<file path="src/rtl/bntg_pkg.sv">
// ----------------------------------------------------------------------------
// bntg_pkg
// Shared types and constants of the buzzer note tone generator: operation
// codes, divider operand selects, controller states and the command and
// status bundles between controller and datapath.
// ----------------------------------------------------------------------------
`default_nettype none

package bntg_pkg;

  // field widths
  localparam int unsigned FreqW   = 16;
  localparam int unsigned BeatW   = 8;
  localparam int unsigned DivW    = 20;
  localparam int unsigned PeriodW = 19;
  localparam int unsigned RestW   = 10;

  // timing constants
  localparam logic [DivW-1:0] UsPerSecond  = DivW'(1000000);
  localparam logic [DivW-1:0] HalfSecondUs = DivW'(500000);
  localparam logic [DivW-1:0] MsPerSecond  = DivW'(1000);
  localparam logic [DivW-1:0] UsPerMs      = DivW'(1000);

  // operation codes (tuser)
  localparam logic OpTick  = 1'b0;
  localparam logic OpStart = 1'b1;

  // register indexes
  localparam logic RegBeatRate = 1'b0;
  localparam logic [BeatW-1:0] BeatRateReset = BeatW'(2);

  // divider operand select
  typedef enum logic [1:0] {
    DIV_REST,   // 1000 / beat
    DIV_BEAT,   // 500000 / beat
    DIV_HP,     // (1000000 + f/2) / f
    DIV_NUM     // (500000 / beat) / half period
  } div_sel_e;

  typedef enum logic [2:0] {
    ST_IDLE,
    ST_WAIT_REST,
    ST_WAIT_BEAT,
    ST_WAIT_HP,
    ST_WAIT_NUM,
    ST_OUT
  } ctrl_state_e;

  typedef struct packed {
    logic     tick_apply;
    logic     start_accept;
    logic     div_start;
    div_sel_e div_sel;
    logic     beat_keep;
    logic     hp_keep;
    logic     rest_load;
    logic     tone_load;
  } cmd_t;

  typedef struct packed {
    logic op_start;
    logic freq_zero;
    logic div_done;
  } sts_t;

endpackage

`default_nettype wire

</file>
<file path="src/rtl/bntg_div.sv">
// ----------------------------------------------------------------------------
// bntg_div
// Restoring unsigned divider, one quotient bit per cycle. A start pulse
// loads the operands; done pulses for one cycle when the quotient is ready
// and the quotient holds until the next start.
// ----------------------------------------------------------------------------
`default_nettype none

module bntg_div (
  input  wire logic                        clk_i,
  input  wire logic                        rst_ni,
  input  wire logic                        start_i,
  input  wire logic [bntg_pkg::DivW-1:0]   dividend_i,
  input  wire logic [bntg_pkg::DivW-1:0]   divisor_i,
  output      logic [bntg_pkg::DivW-1:0]   quotient_o,
  output      logic                        done_o
);

  localparam int unsigned W  = bntg_pkg::DivW;
  localparam int unsigned CW = $clog2(W);

  logic          busy_q, busy_d;
  logic          done_q, done_d;
  logic [CW-1:0] cnt_q, cnt_d;
  logic [W-1:0]  rem_q, rem_d;
  logic [W-1:0]  dq_q, dq_d;
  logic [W-1:0]  dvs_q, dvs_d;
  logic [W:0]    shifted;
  logic [W:0]    diff;
  logic          ge;

  // trial subtract of the shifted partial remainder
  assign shifted = {rem_q, dq_q[W-1]};
  assign diff    = shifted - {1'b0, dvs_q};
  assign ge      = (shifted >= {1'b0, dvs_q});

  always_comb begin
    busy_d = busy_q;
    done_d = 1'b0;
    cnt_d  = cnt_q;
    rem_d  = rem_q;
    dq_d   = dq_q;
    dvs_d  = dvs_q;
    if (start_i) begin
      busy_d = 1'b1;
      cnt_d  = '0;
      rem_d  = '0;
      dq_d   = dividend_i;
      dvs_d  = divisor_i;
    end else if (busy_q) begin
      rem_d = ge ? diff[W-1:0] : shifted[W-1:0];
      dq_d  = {dq_q[W-2:0], ge};
      cnt_d = cnt_q + CW'(1);
      if (cnt_q == CW'(W - 1)) begin
        busy_d = 1'b0;
        done_d = 1'b1;
      end
    end
  end

  // control state
  always_ff @(posedge clk_i or negedge rst_ni) begin
    if (!rst_ni) begin
      busy_q <= 1'b0;
      done_q <= 1'b0;
      cnt_q  <= '0;
    end else begin
      busy_q <= busy_d;
      done_q <= done_d;
      cnt_q  <= cnt_d;
    end
  end

  // operand and remainder registers
  always_ff @(posedge clk_i) begin
    rem_q <= rem_d;
    dq_q  <= dq_d;
    dvs_q <= dvs_d;
  end

  assign quotient_o = dq_q;
  assign done_o     = done_q;

endmodule

`default_nettype wire

</file>
<file path="src/rtl/bntg_ctrl.sv">
// ----------------------------------------------------------------------------
// bntg_ctrl
// Controller: takes one beat at a time, sequences the divisions of a note
// start and holds the result beat until the receiver takes it.
// ----------------------------------------------------------------------------
`default_nettype none

module bntg_ctrl (
  input  wire logic           clk_i,
  input  wire logic           rst_ni,
  input  wire logic           in_valid_i,
  output      logic           in_ready_o,
  output      logic           out_valid_o,
  input  wire logic           out_ready_i,
  input  wire bntg_pkg::sts_t sts_i,
  output      bntg_pkg::cmd_t cmd_o
);

  bntg_pkg::ctrl_state_e state_q, state_d;
  logic                  accept;

  assign accept = in_valid_i && (state_q == bntg_pkg::ST_IDLE);

  // next state
  always_comb begin
    state_d = state_q;
    case (state_q)
      bntg_pkg::ST_IDLE: begin
        if (accept) begin
          if (!sts_i.op_start) begin
            state_d = bntg_pkg::ST_OUT;
          end else if (sts_i.freq_zero) begin
            state_d = bntg_pkg::ST_WAIT_REST;
          end else begin
            state_d = bntg_pkg::ST_WAIT_BEAT;
          end
        end
      end
      bntg_pkg::ST_WAIT_REST: if (sts_i.div_done) state_d = bntg_pkg::ST_OUT;
      bntg_pkg::ST_WAIT_BEAT: if (sts_i.div_done) state_d = bntg_pkg::ST_WAIT_HP;
      bntg_pkg::ST_WAIT_HP:   if (sts_i.div_done) state_d = bntg_pkg::ST_WAIT_NUM;
      bntg_pkg::ST_WAIT_NUM:  if (sts_i.div_done) state_d = bntg_pkg::ST_OUT;
      bntg_pkg::ST_OUT:       if (out_ready_i) state_d = bntg_pkg::ST_IDLE;
      default:                state_d = bntg_pkg::ST_IDLE;
    endcase
  end

  // outputs and datapath commands
  always_comb begin
    in_ready_o  = 1'b0;
    out_valid_o = 1'b0;
    cmd_o       = '0;
    cmd_o.div_sel = bntg_pkg::DIV_REST;
    case (state_q)
      bntg_pkg::ST_IDLE: begin
        in_ready_o = 1'b1;
        if (accept) begin
          cmd_o.start_accept = sts_i.op_start;
          cmd_o.tick_apply   = !sts_i.op_start;
          cmd_o.div_start    = sts_i.op_start;
          cmd_o.div_sel      = sts_i.freq_zero ? bntg_pkg::DIV_REST : bntg_pkg::DIV_BEAT;
        end
      end
      bntg_pkg::ST_WAIT_REST: begin
        cmd_o.rest_load = sts_i.div_done;
      end
      bntg_pkg::ST_WAIT_BEAT: begin
        cmd_o.beat_keep = sts_i.div_done;
        cmd_o.div_start = sts_i.div_done;
        cmd_o.div_sel   = bntg_pkg::DIV_HP;
      end
      bntg_pkg::ST_WAIT_HP: begin
        cmd_o.hp_keep   = sts_i.div_done;
        cmd_o.div_start = sts_i.div_done;
        cmd_o.div_sel   = bntg_pkg::DIV_NUM;
      end
      bntg_pkg::ST_WAIT_NUM: begin
        cmd_o.tone_load = sts_i.div_done;
      end
      bntg_pkg::ST_OUT: begin
        out_valid_o = 1'b1;
      end
      default: begin
        in_ready_o = 1'b0;
      end
    endcase
  end

  always_ff @(posedge clk_i or negedge rst_ni) begin
    if (!rst_ni) begin
      state_q <= bntg_pkg::ST_IDLE;
    end else begin
      state_q <= state_d;
    end
  end

endmodule

`default_nettype wire

</file>
<file path="src/rtl/bntg_datapath.sv">
// ----------------------------------------------------------------------------
// bntg_datapath
// Datapath: beat register, note state (half period, period and rest
// counters, phase counter, level), the shared divider and the result beat.
// ----------------------------------------------------------------------------
`default_nettype none

module bntg_datapath (
  input  wire logic                           clk_i,
  input  wire logic                           rst_ni,
  input  wire logic                           cfg_we_i,
  input  wire logic [bntg_pkg::BeatW-1:0]     cfg_wdata_i,
  output      logic [bntg_pkg::BeatW-1:0]     beat_rate_o,
  input  wire logic                           operation_i,
  input  wire logic [bntg_pkg::FreqW-1:0]     note_freq_i,
  input  wire bntg_pkg::cmd_t                 cmd_i,
  output      bntg_pkg::sts_t                 sts_o,
  output      logic                           sound_level_o,
  output      logic                           busy_res_o,
  output      logic                           note_done_o
);

  localparam int unsigned DW = bntg_pkg::DivW;
  localparam int unsigned PW = bntg_pkg::PeriodW;
  localparam int unsigned RW = bntg_pkg::RestW;
  localparam int unsigned FW = bntg_pkg::FreqW;
  localparam int unsigned BW = bntg_pkg::BeatW;

  logic [BW-1:0] beat_q;
  logic [FW-1:0] freq_q;
  logic [DW-1:0] beat_div_q;
  logic [DW-1:0] hp_q;
  logic [DW-1:0] half_period_q, half_period_d;
  logic [PW-1:0] periods_left_q, periods_left_d;
  logic [DW-1:0] phase_q, phase_d;
  logic [RW-1:0] rest_ms_q, rest_ms_d;
  logic          level_q, level_d;
  logic          resting_q, resting_d;
  logic          active_q, active_d;
  logic          out_level_q, out_level_d;
  logic          out_busy_q, out_busy_d;
  logic          out_done_q, out_done_d;

  logic [DW-1:0] beat_eff;
  logic [DW-1:0] dividend;
  logic [DW-1:0] divisor;
  logic [DW-1:0] quotient;
  logic          div_done;
  logic [DW-1:0] phase_inc;
  logic [PW-1:0] periods_dec;
  logic [RW-1:0] rest_dec;

  // a beat rate of zero counts as one
  assign beat_eff = (beat_q == '0) ? DW'(1) : DW'(beat_q);

  // divider operand selection
  always_comb begin
    case (cmd_i.div_sel)
      bntg_pkg::DIV_REST: begin
        dividend = bntg_pkg::MsPerSecond;
        divisor  = beat_eff;
      end
      bntg_pkg::DIV_BEAT: begin
        dividend = bntg_pkg::HalfSecondUs;
        divisor  = beat_eff;
      end
      bntg_pkg::DIV_HP: begin
        dividend = bntg_pkg::UsPerSecond + DW'(freq_q >> 1);
        divisor  = DW'(freq_q);
      end
      bntg_pkg::DIV_NUM: begin
        // half period straight off the divider, hp_q loads in the same cycle
        dividend = beat_div_q;
        divisor  = quotient;
      end
      default: begin
        dividend = '0;
        divisor  = DW'(1);
      end
    endcase
  end

  bntg_div u_div (
    .clk_i      (clk_i),
    .rst_ni     (rst_ni),
    .start_i    (cmd_i.div_start),
    .dividend_i (dividend),
    .divisor_i  (divisor),
    .quotient_o (quotient),
    .done_o     (div_done)
  );

  assign sts_o.op_start  = (operation_i == bntg_pkg::OpStart);
  assign sts_o.freq_zero = (note_freq_i == '0);
  assign sts_o.div_done  = div_done;

  assign phase_inc   = phase_q + DW'(1);
  assign periods_dec = periods_left_q - PW'(1);
  assign rest_dec    = rest_ms_q - RW'(1);

  // note state update and result beat
  always_comb begin
    half_period_d  = half_period_q;
    periods_left_d = periods_left_q;
    phase_d        = phase_q;
    rest_ms_d      = rest_ms_q;
    level_d        = level_q;
    resting_d      = resting_q;
    active_d       = active_q;
    out_level_d    = out_level_q;
    out_busy_d     = out_busy_q;
    out_done_d     = out_done_q;

    if (cmd_i.tick_apply) begin
      out_level_d = 1'b0;
      out_done_d  = 1'b0;
      if (active_q) begin
        out_level_d = level_q;
        phase_d     = phase_inc;
        if (resting_q) begin
          if (phase_inc >= bntg_pkg::UsPerMs) begin
            phase_d   = '0;
            rest_ms_d = rest_dec;
            if (rest_dec == '0) begin
              active_d   = 1'b0;
              resting_d  = 1'b0;
              level_d    = 1'b0;
              out_done_d = 1'b1;
            end
          end
        end else if (phase_inc >= half_period_q) begin
          phase_d = '0;
          if (level_q) begin
            level_d = 1'b0;
          end else begin
            periods_left_d = periods_dec;
            if (periods_dec == '0) begin
              active_d   = 1'b0;
              out_done_d = 1'b1;
            end else begin
              level_d = 1'b1;
            end
          end
        end
      end
      out_busy_d = active_d;
    end else if (cmd_i.rest_load || cmd_i.tone_load) begin
      // a start drops whatever note was running
      periods_left_d = '0;
      phase_d        = '0;
      rest_ms_d      = '0;
      level_d        = 1'b0;
      resting_d      = 1'b0;
      active_d       = 1'b0;
      out_done_d     = 1'b0;
      if (cmd_i.rest_load) begin
        if (quotient == '0) begin
          out_done_d = 1'b1;
        end else begin
          resting_d = 1'b1;
          rest_ms_d = quotient[RW-1:0];
          active_d  = 1'b1;
        end
      end else begin
        half_period_d = hp_q;
        if (quotient == '0) begin
          out_done_d = 1'b1;
        end else begin
          periods_left_d = quotient[PW-1:0];
          level_d        = 1'b1;
          active_d       = 1'b1;
        end
      end
      out_level_d = level_d;
      out_busy_d  = active_d;
    end
  end

  // configuration and note control state
  always_ff @(posedge clk_i or negedge rst_ni) begin
    if (!rst_ni) begin
      beat_q         <= bntg_pkg::BeatRateReset;
      half_period_q  <= '0;
      periods_left_q <= '0;
      phase_q        <= '0;
      rest_ms_q      <= '0;
      level_q        <= 1'b0;
      resting_q      <= 1'b0;
      active_q       <= 1'b0;
    end else begin
      if (cfg_we_i) begin
        beat_q <= cfg_wdata_i;
      end
      half_period_q  <= half_period_d;
      periods_left_q <= periods_left_d;
      phase_q        <= phase_d;
      rest_ms_q      <= rest_ms_d;
      level_q        <= level_d;
      resting_q      <= resting_d;
      active_q       <= active_d;
    end
  end

  // operands and result payload
  always_ff @(posedge clk_i) begin
    if (cmd_i.start_accept) begin
      freq_q <= note_freq_i;
    end
    if (cmd_i.beat_keep) begin
      beat_div_q <= quotient;
    end
    if (cmd_i.hp_keep) begin
      hp_q <= quotient;
    end
    out_level_q <= out_level_d;
    out_busy_q  <= out_busy_d;
    out_done_q  <= out_done_d;
  end

  assign beat_rate_o   = beat_q;
  assign sound_level_o = out_level_q;
  assign busy_res_o    = out_busy_q;
  assign note_done_o   = out_done_q;

endmodule

`default_nettype wire

</file>
<file path="src/rtl/buzzer_note_tone_generator.sv">
// ----------------------------------------------------------------------------
// buzzer_note_tone_generator
// Square-wave buzzer tone generator, one note or rest at a time.
//
// Input stream: tuser[0] is the operation (0 = one microsecond tick,
// 1 = start a note), tdata carries the note frequency in Hz (0 = rest).
// Output stream: one result beat per input beat, tdata bit 0 is the buzzer
// level, bit 1 says a note is still running, bit 2 pulses on the beat that
// ends a note or rest.
// A tick beat is worked in the cycle it is accepted; its result is offered
// on the next cycle.
// A tone start runs three 20-step divisions on the shared divider (beat
// length, half period, period count); a rest start needs one division.
// One beat is in flight at a time: the input is not ready while a result
// waits, so a stalled receiver holds the input off.
// Reset clears the note state (silent, idle) and sets beat_rate to 2.
// APB: beat_rate at address 0; user writes it only while idle (block does not enforce).
// ----------------------------------------------------------------------------
`default_nettype none

module buzzer_note_tone_generator (
  input  wire logic        clk_i,
  input  wire logic        rst_ni,
  // input stream
  input  wire logic        s_axis_tvalid_i,
  output      logic        s_axis_tready_o,
  input  wire logic [15:0] s_axis_tdata_i,   // [15:0] note_freq
  input  wire logic [0:0]  s_axis_tuser_i,   // [0] operation
  // output stream
  output      logic        m_axis_tvalid_o,
  input  wire logic        m_axis_tready_i,
  output      logic [7:0]  m_axis_tdata_o,   // [0] sound_level, [1] busy_res, [2] note_done
  // configuration
  input  wire logic        psel,
  input  wire logic        penable,
  input  wire logic        pwrite,
  input  wire logic [2:0]  paddr,
  input  wire logic [31:0] pwdata,
  output      logic [31:0] prdata,
  output      logic        pready
);

  bntg_pkg::cmd_t               cmd;
  bntg_pkg::sts_t               sts;
  logic                         cfg_we;
  logic [bntg_pkg::BeatW-1:0]   beat_rate;
  logic                         sound_level;
  logic                         busy_res;
  logic                         note_done;

  // register decode
  assign pready = 1'b1;
  assign cfg_we = psel && penable && pwrite && (paddr[2] == bntg_pkg::RegBeatRate);
  assign prdata = (paddr[2] == bntg_pkg::RegBeatRate) ? 32'(beat_rate) : '0;

  bntg_ctrl u_ctrl (
    .clk_i       (clk_i),
    .rst_ni      (rst_ni),
    .in_valid_i  (s_axis_tvalid_i),
    .in_ready_o  (s_axis_tready_o),
    .out_valid_o (m_axis_tvalid_o),
    .out_ready_i (m_axis_tready_i),
    .sts_i       (sts),
    .cmd_o       (cmd)
  );

  bntg_datapath u_datapath (
    .clk_i         (clk_i),
    .rst_ni        (rst_ni),
    .cfg_we_i      (cfg_we),
    .cfg_wdata_i   (pwdata[bntg_pkg::BeatW-1:0]),
    .beat_rate_o   (beat_rate),
    .operation_i   (s_axis_tuser_i[0]),
    .note_freq_i   (s_axis_tdata_i),
    .cmd_i         (cmd),
    .sts_o         (sts),
    .sound_level_o (sound_level),
    .busy_res_o    (busy_res),
    .note_done_o   (note_done)
  );

  // result beat packing
  assign m_axis_tdata_o = {5'b0, note_done, busy_res, sound_level};

endmodule

`default_nettype wire

</file>
<file path="config.mk">
export PLATFORM = sky130hd
export DESIGN_NAME = buzzer_note_tone_generator
export DESIGN_NICKNAME = d
export VERILOG_FILES = /design/src/rtl/bntg_pkg.sv /design/src/rtl/bntg_div.sv /design/src/rtl/bntg_ctrl.sv /design/src/rtl/bntg_datapath.sv /design/src/rtl/buzzer_note_tone_generator.sv
export SDC_FILE = /design/constraint.sdc
export NUM_CORES = 1
export LEC_CHECK = 0
export BUFFER_PORTS_ARGS = -buffer_cell sky130_fd_sc_hd__buf_2
export CELL_PAD_IN_SITES_DETAIL_PLACEMENT = 1
export CELL_PAD_IN_SITES_GLOBAL_PLACEMENT = 1
export CORE_ASPECT_RATIO = 1.75
export CORE_MARGIN = 2
export CORE_UTILIZATION = 47
export CTS_CLUSTER_DIAMETER = 50
export DETAILED_ROUTE_END_ITERATION = 8
export PLACE_DENSITY = 0.91
export SLEW_MARGIN = 20
export SYNTH_ARGS = -nofsm -noshare
export SYNTH_HDL_FRONTEND = slang
export SYNTH_SLANG_ARGS = --single-unit
</file>
<file path="constraint.sdc">
create_clock -name clk_i -period 3.8 [get_ports clk_i]
set_input_delay 0.57 -clock clk_i [delete_from_list [all_inputs] [get_ports clk_i]]
set_output_delay 0.57 -clock clk_i [all_outputs]
set_load 0.01 [all_outputs]
</file>
# Word level (Yosys, flattened, before mapping)
# Index checks and enable logic that the tools add are counted.
dict set report word_totals {
  out_inout_bits 43
  in_bits 59
  ff_bits 209
}
dict set report op_classes {
  mux 90
  n_eq_ne 23
  addsub 6
  n_reduce_logical 23
  bitwise_logic 3
  n_lt_le_gt_ge 3
}
# op count
set op_table {}
lappend op_table {{$mux W20} 9}
lappend op_table {{$mux W19} 8}
lappend op_table {{$pmux W20 S4} 1}
lappend op_table {{$mux W10} 7}
lappend op_table {{$pmux W20 S3} 1}
lappend op_table {{$mux W1} 49}
lappend op_table {{$ge A21 B20 Y1} 1}
lappend op_table {{$add A20 B1 Y20 const B} 1}
lappend op_table {{$ge A20 B10 Y1 const B} 1}
lappend op_table {{$ge A20 B20 Y1} 1}
lappend op_table {{$logic_not A20 Y1} 1}
lappend op_table {{$sub A20 B20 Y20} 1}
lappend op_table {{$logic_not A19 Y1} 1}
lappend op_table {{$sub A19 B1 Y19 const B} 1}
lappend op_table {{$add A17 B16 Y18 const A} 1}
lappend op_table {{$mux W3} 6}
lappend op_table {{$logic_not A16 Y1} 1}
lappend op_table {{$mux W8} 2}
lappend op_table {{$ne A2 B1 Y1 const B} 8}
lappend op_table {{$mux W5} 3}
lappend op_table {{$pmux W3 S5} 1}
lappend op_table {{$reduce_and A5 Y1} 3}
lappend op_table {{$logic_not A10 Y1} 1}
lappend op_table {{$sub A10 B1 Y10 const B} 1}
lappend op_table {{24 further kinds} 38}

# Logic depth before layout (Yosys ltp)
dict set report logic_depth {
  word_depth 8
  mapped_depth 16
}

# By module
# A second synthesis with hierarchy kept.
dict set report unflattened {
  cells_unflattened 1274
  hier_area_um2 12632.1
}
# module area_each_um2 cells_per_inst n_inst seq_area_each_um2
set by_module_without_submodules {}
lappend by_module_without_submodules {bntg_datapath 8266.7 841 1 3774.9}
lappend by_module_without_submodules {bntg_div 3716.1 348 1 1776.7}
lappend by_module_without_submodules {buzzer_note_tone_generator 335.3 44 1 0.0}
lappend by_module_without_submodules {bntg_ctrl 314.1 41 1 75.1}

# Worst setup path after synthesis
# No wires, ideal clock.
dict set report synth_path {
  path_type {register to register}
  start {reg u_datapath.phase_q[0]}
  end {reg u_datapath.phase_q[2]}
  path_stages_with_launch 15
  arrival_ns 3.457
  path_buffers 2
  setup_time_ns 0.066
  period_less_slack_ns 3.524
  slack_ns 0.276
  path_cell_list {dfrtp_1 -> ha_1 -> clkbuf_1 -> a21boi_0 -> or2_2 -> ha_1 -> o21ai_0 -> o21ai_0 -> a221oi_1 -> a221oi_1 -> o311ai_4 -> nand3_1 -> buf_2 -> a2111oi_2 -> a221o_1}
}
dict set report synth_between {
  elab_chain_len 6
  elab_cells_between_ends 8
}
# element line_no
set synth_rtl {}
lappend synth_rtl {{start, declared} bntg_datapath.sv:35} ;# logic [DW-1:0] phase_q, phase_d;
lappend synth_rtl {{start signal, assigned} bntg_datapath.sv:196} ;# phase_q <= phase_d;
lappend synth_rtl {{$add A20 B1 Y20 *} bntg_datapath.sv:97} ;# assign phase_inc = phase_q + DW'(1);
lappend synth_rtl {{$ge A20 B20 Y1 / $ge A20 B10 Y1 (equally long branches)} {bntg_datapath.sv:131, bntg_datapath.sv:121}}
lappend synth_rtl {{$mux W20 (on tied branches)} {bntg_datapath.sv:131, bntg_datapath.sv:121}}
lappend synth_rtl {{$mux W20 *} bntg_datapath.sv:120} ;# if (resting_q) begin
lappend synth_rtl {{$mux W20 *} bntg_datapath.sv:117} ;# if (active_q) begin
lappend synth_rtl {{$mux W20 *} bntg_datapath.sv:114} ;# if (cmd_i.tick_apply) begin
# Mark *: on every way between the ends. The rest lies on a longest branch, timed or not. The select of a mux whose other input is x is not followed.
# A chain may end at the register's enable or synchronous reset.

# Worst setup path in the final report
dict set report layout_path {
  start {reg u_datapath.phase_q[0]}
  end {reg u_datapath.periods_left_q[14]}
}
dict set report layout_between {
  elab_chain_len 4
}
# element line_no
set layout_rtl {}
lappend layout_rtl {{$add A20 B1 Y20} bntg_datapath.sv:97}
lappend layout_rtl {{$ge A20 B20 Y1} bntg_datapath.sv:131} ;# end else if (phase_inc >= half_period_q) begin
lappend layout_rtl {{$ne A2 B1 Y1 (no line)} n/a}
lappend layout_rtl {{$reduce_and A5 Y1 (no line)} n/a}
lappend layout_rtl {{end signal, assigned} bntg_datapath.sv:195} ;# periods_left_q <= periods_left_d;
lappend layout_rtl {{end, declared} bntg_datapath.sv:34} ;# logic [PW-1:0] periods_left_q, periods_left_d;
# Every way passes these cells.

==> impl_metrics.env <==
export IMPL_postSynth_asyncResetShare_pct=43.06
export IMPL_grtUsageMet1_pct=31.34
export IMPL_reg2regPathDepth=16
export IMPL_switching_power_w=0.004996
export IMPL_cts_num_sinks=209
export IMPL_dieArea_um2=27230
export IMPL_pin_count=102
export IMPL_die_w_um=125.6
export IMPL_peakVddDrop_mv=0.5837
export IMPL_multi_input_area_um2=6048
export IMPL_numPortBuffers=45
export IMPL_clk_pin_slew_ns=0.07
export IMPL_critical_path_arrival_ns=4.10
export IMPL_place_hpwl_mm=26.78
export IMPL_ys_seq_area_share_pct=46.26
export IMPL_area_growth_pct=12.16
export IMPL_finalSetupViolations=0
export IMPL_crit_type="reg2reg"
export IMPL_seqCellArea_um2=5637
export IMPL_leakagePower_nw=5.632
export IMPL_tns_ns=0
export IMPL_htree_levels=1
export IMPL_ys_types=87
export IMPL_hold_class="in2async"
export IMPL_clock_skew_final_ns=0.02420
export IMPL_cts_path_max_buffers=3
export IMPL_maxCapViolCount=0
export IMPL_cp_data_required_time_ns=4.21
export IMPL_nFillCells=2761
export IMPL_grt_use_met3_pct=4.597
export IMPL_status="complete, no violations"
export IMPL_wirelength_mm=41.90
export IMPL_cts_root_buffer="clkbuf_16"
export IMPL_synth_main_ff_cell="edfxtp_1"
export IMPL_hold_violations=0
export IMPL_postCtsHoldBufs=0
export IMPL_syn_inst=1250
export IMPL_drtIter0Drc=868
export IMPL_layout_drive_gt1_share_pct=15.33
export IMPL_slew_violations=0
export IMPL_cts_made_buffers=20
export IMPL_die_h_um=216.8
export IMPL_pwr_share_clk_pct=20.1
export IMPL_fin_area_um2=13640
export IMPL_grt_max_degree=48
export IMPL_dr_pass1_iters=5
export IMPL_startpoint_type="register"
export IMPL_grt_pass1_vias=11901
export IMPL_synth_edf_count=99
export IMPL_overflow=0
export IMPL_seqPwrFrac_pct=35.8
export IMPL_fin_crit_ns=3.685
export IMPL_r2r_start="u_datapath.phase_q[0]"
export IMPL_worst_slew_pin_slew_ns=0.9947
export IMPL_grt_antenna_before_repair=1
export IMPL_yosysTopAreaCell="edfxtp_1"
export IMPL_rows=77
export IMPL_synth_seq_cells=209
export IMPL_fmax_ghz=0.2714
export IMPL_coreArea_um2=25340
export IMPL_clk_latency_ns=0.54
export IMPL_yosys_warnings=0
export IMPL_fin_crit_sh_pct=96.97
export IMPL_synth_area_leaders="edfxtp_1, dfrtp_1, ha_1, o21ai_0, nand2_1"
export IMPL_place_area_um2=12680
export IMPL_gp_congestion=0.9106
export IMPL_top_usage_layer="met2"
export IMPL_cts_tree="built"
export IMPL_n_antenna_cell=0
export IMPL_worstPathMaxFanout=8
export IMPL_syn_mean_instance_area_um2=9.730
export IMPL_ant_nets=0
export IMPL_r2r_slack_ns=0.12
export IMPL_syn_area_um2=12160
export IMPL_nNetsFinal=1395
export IMPL_power_frac_comb_pct=44.1
export IMPL_max_slew_margin_rel_pct=33.08
export IMPL_grt_usage_pct=30.57
export IMPL_r2r_end="u_datapath.periods_left_q[14]"
export IMPL_worst_setup_path_end_kind="register"
export IMPL_drc=0
export IMPL_start_util_pct=48.00
export IMPL_met2_usage_pct=55.66
export IMPL_sw_frac_of_total_pct=43.89
export IMPL_vias=10884
export IMPL_synth_top_area_share_pct=24.44
export IMPL_vias_per_cell=6.714
export IMPL_grt_pass1_wl_mm=66.13
export IMPL_wire_per_inst_um=25.85
export IMPL_p_per_area_nw_per_um2=834.4
export IMPL_p_int_w=0.006387
## power by group through the flow
stage | Clock (W) | Sequential (W) | Combinational (W)
after floorplan | 0 | 0.00355 | 0.00342
after global placement | 0 | 0.00392 | 0.00419
after detailed placement | 0 | 0.00398 | 0.00457
after CTS | 0.00229 | 0.00399 | 0.00489
after global routing | 0.00236 | 0.00409 | 0.00543
final | 0.00228 | 0.00408 | 0.00502
## cell usage after synthesis (9+ instances only)
master,count
and3_1,9
buf_2,9
o2bb2ai_1,14
nand4_1,18
nor2b_1,24
nand2_1,110
dfxtp_1,20
mux2i_1,29
a32o_1,9
a21o_1,18
o31ai_1,9
mux2_2,17
xor2_1,14
clkbuf_1,55
edfxtp_1,99
nand3_1,32
nand2b_1,20
dfrtp_1,89
o21ai_0,97
a22o_1,10
inv_1,58
or3_1,11
a21oi_1,72
xnor2_1,24
buf_4,34
nor3_1,31
a221oi_1,12
nor2_1,80
nor4_1,24
ha_1,44
o22ai_1,11
a211oi_1,9
o21a_1,10
## cell families after synthesis
logic type	after synthesis	synth area share, %
xor gates and xnor gates	39	2.922
adders and majority gates	45	4.691
and+or+nand+nor	400	16.67
AOI/OAI and AO/OA	346	19.27
buffers and inverters	163	6.172
muxes	46	3.960
other	2	0.06175
DFF	209	46.26
## registers in the layout (all words and copies together) (netlist names), 10 cells and up
name                         count
u_datapath.beat_div_q           20
u_datapath.half_period_q        20
u_datapath.hp_q                 20
u_datapath.phase_q              20
u_datapath.u_div.dvs_q          20
u_datapath.u_div.quotient_o     20
u_datapath.u_div.rem_q          20
u_datapath.periods_left_q       19
u_datapath.freq_q               16
u_datapath.rest_ms_q            10
## critical path, cell delays in order, from the launching register on
cell and delay [ns]:
dfrtp_2 0.47, ha_4 0.21, inv_2 0.10, nor3_2 0.06, or2_2 0.29, ha_1 0.34, o211ai_1 0.11, nor2_1 0.18
a221oi_2 0.08, buf_4 0.17, a221oi_4 0.32, o311ai_4 0.14, buf_4 0.17, a211oi_4 0.38, buf_6 0.19, o21ai_0 0.14
o2bb2ai_1 0.18
## metal layers
layer  vias to the layer above  wire length [µm]
li1                       4643                 -
met3                       246              2443
met1                      5414             14270
met2                       579             21810
met4                         2              3358
met5                         -                16
## what timing repair did
action / in CTS / in global routing
hold endpoints to repair: 0 / 0
setup buffers: 3 / 8
resized for setup: 13 / 25
pin swaps: 3 / 14
gates cloned: 0 / 0
endpoints found under the setup margin: 43 / 42
## worst max path at each step
stage	slack, ns	to	startpoint	cells past startpoint
after floorplan	0.28	u_datapath.phase_q[2]	u_datapath.phase_q[0]	14
after global placement	0.08	u_datapath.periods_left_q[9]	u_datapath.phase_q[0]	15
after detailed placement	-0.1	u_datapath.periods_left_q[9]	u_datapath.phase_q[0]	15
after CTS	0.004	u_datapath.periods_left_q[17]	u_datapath.phase_q[0]	16
after global routing	-0.03	u_datapath.periods_left_q[17]	u_datapath.phase_q[4]	17
final	0.12	u_datapath.periods_left_q[14]	u_datapath.phase_q[0]	16
## through the flow
| stage | utilization (%) | instances | setup slack [ns] | hold slack (ns) | power, W |
|---|---|---|---|---|---|
| floorplan | - | 1278 | 0.2761 | 0.2744 | 0.006971 |
| global placement | 50.03 | 1574 | 0.08400 | 0.4346 | 0.008109 |
| detailed placement | 50.04 | 1574 | -0.09752 | 0.4426 | 0.008543 |
| CTS | 53.19 | 1613 | 0.003577 | 0.03241 | 0.01117 |
| global route | 53.84 | 1621 | -0.03378 | 0.04804 | 0.01187 |
| finish | 53.84 | 1621 | 0.1152 | 0.01758 | 0.01138 |
## placed cells by master (no fill, tap or decap), types with 11 or more instances in the layout
cell,n
conb_1,30
nand3_1,31
inv_1,57
buf_4,47
nor4_1,24
edfxtp_1,99
dfxtp_1,20
or3_1,11
xnor2_1,22
a21o_1,18
nand4_1,18
nor2_1,79
o22ai_1,11
o2bb2ai_1,13
o21ai_0,94
a21oi_1,70
nand2_1,109
ha_1,42
nand2b_1,19
clkbuf_16,21
buf_2,44
mux2i_1,29
nor3_1,27
xor2_1,14
mux2_2,17
nor2b_1,24
dfrtp_1,81
## area by class of cell
| type | count | area share [%] |
|---|---|---|
| flip-flops and latches | 209 | 41.32 |
| well taps | 316 | 2.898 |
| clock buffers | 25 | 4.109 |
| inverters | 59 | 1.623 |
| clock inverters | 11 | 1.183 |
| repair buffers | 95 | 4.531 |
| multi-input cells | 906 | 44.34 |
No activity file was read; power rests on OpenSTA's default activity.
